==> src/cc20_pkg.sv <==
// Shared types, constants and the quarter-round function for the ChaCha20
// keystream generator. No dependencies.
`timescale 1ns / 1ps
`default_nettype none

package cc20_pkg;

  localparam int ROUND_COUNT = 20;
  localparam int RND_W       = $clog2(ROUND_COUNT);

  localparam int KEY_W   = 64;
  localparam int CNT_W   = 7;
  localparam int VB_W    = 4;
  localparam int CFG_IDX_W = 3;

  // register indexes on the config port
  localparam logic [CFG_IDX_W-1:0] CFG_KEY0  = 3'd0;
  localparam logic [CFG_IDX_W-1:0] CFG_KEY1  = 3'd1;
  localparam logic [CFG_IDX_W-1:0] CFG_KEY2  = 3'd2;
  localparam logic [CFG_IDX_W-1:0] CFG_KEY3  = 3'd3;
  localparam logic [CFG_IDX_W-1:0] CFG_NONCE = 3'd4;

  localparam logic [CNT_W-1:0] BLOCK_BYTES = 7'd64;

  // "expand 32-byte k"
  localparam logic [3:0][31:0] SIGMA = {32'h6b206574, 32'h79622d32,
                                        32'h3320646e, 32'h61707865};

  typedef logic [15:0][31:0] cc20_state_t;
  typedef logic [3:0][31:0]  cc20_quad_t;

  // one quarter round on (a, b, c, d); result packed as {d, c, b, a}
  function automatic cc20_quad_t quarter(input logic [31:0] a_in, input logic [31:0] b_in,
                                         input logic [31:0] c_in, input logic [31:0] d_in);
    logic [31:0] a, b, c, d, t;
    cc20_quad_t  res;
    a = a_in; b = b_in; c = c_in; d = d_in;
    a = a + b; t = d ^ a; d = {t[15:0], t[31:16]};
    c = c + d; t = b ^ c; b = {t[19:0], t[31:20]};
    a = a + b; t = d ^ a; d = {t[23:0], t[31:24]};
    c = c + d; t = b ^ c; b = {t[24:0], t[31:25]};
    res = {d, c, b, a};
    return res;
  endfunction

endpackage

`default_nettype wire

==> src/cc20_round.sv <==
// One ChaCha20 round: four quarter rounds on column or diagonal lanes.
// Depends on cc20_pkg.
`timescale 1ns / 1ps
`default_nettype none

module cc20_round (
  input  wire cc20_pkg::cc20_state_t st_i,
  input  wire                        diag_i,
  output cc20_pkg::cc20_state_t      st_o
);

  cc20_pkg::cc20_quad_t res [4];

  // diagonal round = column round on rows 1..3 rotated left by 1, 2, 3
  always_comb begin
    for (int l = 0; l < 4; l++) begin
      res[l] = cc20_pkg::quarter(
        st_i[l],
        diag_i ? st_i[4 + ((l + 1) & 3)]  : st_i[4 + l],
        diag_i ? st_i[8 + ((l + 2) & 3)]  : st_i[8 + l],
        diag_i ? st_i[12 + ((l + 3) & 3)] : st_i[12 + l]);
    end
    for (int l = 0; l < 4; l++) begin
      st_o[l]      = res[l][0];
      st_o[4 + l]  = diag_i ? res[(l + 3) & 3][1] : res[l][1];
      st_o[8 + l]  = diag_i ? res[(l + 2) & 3][2] : res[l][2];
      st_o[12 + l] = diag_i ? res[(l + 1) & 3][3] : res[l][3];
    end
  end

endmodule

`default_nettype wire

==> config.mk <==
export PLATFORM = sky130hd
export DESIGN_NAME = cc20_round
export DESIGN_NICKNAME = d
export VERILOG_FILES = /design/src/cc20_pkg.sv /design/src/cc20_round.sv
export SDC_FILE = /design/constraint.sdc
export NUM_CORES = 2
export LEC_CHECK = 0
export BUFFER_PORTS_ARGS = -buffer_cell sky130_fd_sc_hd__buf_2
export CORE_AREA = 2 2 405 407
export DETAILED_ROUTE_END_ITERATION = 10
export DIE_AREA = 0 0 407 409
export MAX_ROUTING_LAYER = met4
export PLACE_DENSITY = 0.48
export SLEW_MARGIN = 5
export SYNTH_ARGS = -nofsm -noshare
export SYNTH_HDL_FRONTEND = slang
export SYNTH_SLANG_ARGS = --single-unit
==> constraint.sdc <==
create_clock -name vclk -period 55.4
set_clock_uncertainty 0.15 [all_clocks]
set_input_delay 5.54 -clock vclk [all_inputs]
set_output_delay 5.54 -clock vclk [all_outputs]
set_load 0.02 [all_outputs]
* Word level (Yosys, flattened, before mapping) *
Index checks and enable logic that the tools add are counted.

storage, ports and cells
  input port bits = 513
  register bits after elaboration = 0
  output and inout port bits = 512
  logic and storage cells = 56

cells by class
  bitwise gates (word level) = 16
  add/sub/neg operators = 16
  muxes and demuxes = 24

operators by type and width
  operator          number
  $mux W32          24
  $add A32 B32 Y32  16
  $xor A32 B32 Y32  16

* Depth between registers and ports, before layout *
  depth in word-level cells = 10
  depth in mapped cells = 80
  mapped depth without buffers = 70

* Worst setup path before layout *
Ideal clock, no wire load.

  kind = input -> output
  from = input diag_i
  to = output st_o[197] in the netlist's numbering
  stages on the path = 76
  slack = 27.990 ns
  required time = 49.710 ns
  arrival = 21.720 ns
  path buffers = 10
  path through = buf_2 -> buf_4 -> buf_2 -> buf_4 -> buf_4 -> buf_4 -> buf_1 -> clkbuf_1 -> buf_2 -> buf_1 -> mux2i_1 -> inv_1 -> ha_1 -> a21o_1 -> a21oi_1 -> o21ai_0 -> a211o_1 -> a31oi_1 -> [40 not listed] -> fa_1 -> a21o_1 -> a21oi_1 -> o21bai_1 -> a21oi_1 -> nor2b_1 -> o21a_1 -> o31a_1 -> o41ai_1 -> o21a_1 -> o211a_1 -> nor3_1 -> nor4_1 -> o21bai_1 -> a21oi_1 -> xor2_1 -> xnor2_1 -> mux2i_1

RTL lines
  what                line             text
  start: declaration  cc20_round.sv:8  input wire diag_i,
  end: declaration    cc20_round.sv:9  output cc20_pkg::cc20_state_t st_o

==> results.toml <==
[outcome]
outcome = "complete, but fails checks"
violations = "max-capacitance violations, max-slew violations"

[synthesis]
ys_warn_count = 0
syn-cell-area_um2 = 38820
synth_top_area_share_pct = 15.44
synth_xor_area_share_pct = 23.79
synth.distinct_cells = 96
synth_area_per_cell_um2 = 7.178
syn_nets = 6416
synth-simple-area-share_pct = 18.98
synth_top_family_by_area = "XOR/XNOR gates"
yosysMostFrequentCell = "xnor2_1"
ys_seq_area_share_pct = 0
synth_fa_ha_area_share_pct = 16.45
synth_top_cells_by_count = "xnor2_1 (632), nor2_1 (604), ha_1 (479)"
synth_compound_area_share_pct = 22.01
yosysTopAreaCell = "ha_1"
synth_cells = 5408
synthMuxAreaShare_pct = 14.56
synth_top_cells_by_area = "ha_1 (15%), xnor2_1 (14%), mux2_2 (8.3%)"

[run]
max_cap_viol_count = 2

[layout]
syn_to_final_growth_pct = 22.90
nClkBuffers = 0
drive_above_1_share_pct = 24.36
regArea_um2 = 0
fillers = 18146
final_net_count = 7434
fin_cells = 8669
design.seq.count = 0
final_design_area_no_fill_um2 = 47700
multi_input_area_um2 = 37550

[timing]
worst_slew_pin_slew_ns = 1.579
relSlewSlack_pct = -5.591
max_freq_mhz = 29.90
finalHoldViolCount = 0
setup_viol = 0
rsz0062_at_grt = "false"
drv_slew = 6
min_period_over_period_pct = 60.37
setup_tns_ns = 0
layout_min_cycle_time_ns = 33.44

[worst_setup_path]
cpPeakStageDelay_ns = 1.05
slowest_stage = "o41ai_1"
critPathLaunch = "diag_i"
start_kind = "input port"
crit_fanout = 80
required_ns = 49.71
cpMostUsedCell = "a21oi_1"
arrival_ns = 27.75
crit_type = "input port to primary output"
cp-end-kind = "primary output"

[clock_network]
cts_resized = 0
ctsHoldBuffers = 0
post-cts-setup-buffers = 0

[global_route]
top_usage_layer = "met2"
antenna_found_initial = 84
grt_pass1_wl_um = 499500
track_usage_pct = 48.05
use_met3_pct = 9.069
grt_pass1_vias = 45959
grt_util_met1_pct = 60.73
grt_util_met2_pct = 68.20
grt_start_max_net_pins = 180
gr-total-overflow = 0

[placement]
dp_cells = 8599
hpwlAfterDp_um = 379100
io_buffers = 1025
gp_congestion = 1.152
dpl_cell_area_um2 = 47520

[floorplan]
placementRows = 148
die_h_um = 409
coreArea_um2 = 162000
ios = 1025
start_util_pct = 23.96
chipWidth_um = 407
die_area_um2 = 166500

[route]
totalWireLength_um = 408900
via_per_inst = 5.918
vias = 51305
wire_per_inst_um = 47.16
ant_nets = 0
drcViolationCount = 0
drtIter0Drc = 7428
drt-pass1-iter-count = 6

[hold_path]
worstHoldStart = "st_i[188]"
min_path_type = "input port to primary output"
-- stage by stage --
| stage | setup WS [ns] | util [%] | hold slack (ns) |
|---|---|---|---|
| after floorplan | 27.99 | - | 11.06 |
| after global placement | 22.77 | 29.32 | 11.26 |
| after detailed placement | 23.01 | 29.33 | 11.26 |
| after CTS | 22.89 | 29.33 | 11.26 |
| after global routing | 21.46 | 29.41 | 11.28 |
| final | 21.96 | 29.44 | 11.26 |
-- metal layers --
metal,wire (um),vias up
li1,-,21435
met1,168500,25555
met2,166500,3604
met3,36500,711
met4,37340,0
met5,0,-
-- cell usage in the layout (no fill, tap or decap), types with 49 or more instances in the layout --
cell	count
o21ai_0	200
a21oi_1	434
nand3_1	107
xnor2_1	604
o21a_1	72
a21o_1	154
xor2_1	342
and3_1	53
ha_1	479
inv_1	277
nand2_1	431
nor2_1	604
buf_2	1024
mux2_2	285
diode_2	70
buf_4	139
mux2i_1	243
nor2b_1	63
nand2b_1	56
a211oi_1	49
o21bai_1	61
nor3_1	104
-- cells by family (layout without fill, tap and decap cells) --
family,Yosys count,count (layout)
mux,529,529
other cells,0,70
compound gates,1314,1314
fa+ha+maj,502,502
buf+inv,428,1444
simple gates,1618,1618
xor+xnor,1017,1017
-- cell type report --
class	count	area share [%]
multi-input cells	4980	78.71
diodes	70	0.3672
repair buffers	1165	13.00
well taps	2175	5.705
inverters	279	2.211
-- critical path, delay by kind of cell --
family,cells,cell delay [ns]
adders and majority gates,4,1.62
muxes,1,0.76
buffers and inverters,6,2.35
AOI/OAI and AO/OA,35,11.16
and+or+nand+nor,10,1.54
xor gates and xnor gates,10,4.53
-- final timing paths --
| path | to | slack, ns | depth (start not counted) |
|---|---|---|---|
| max | st_o[198] | 21.96 | 66 |
| min | st_o[175] | 11.26 | 3 |
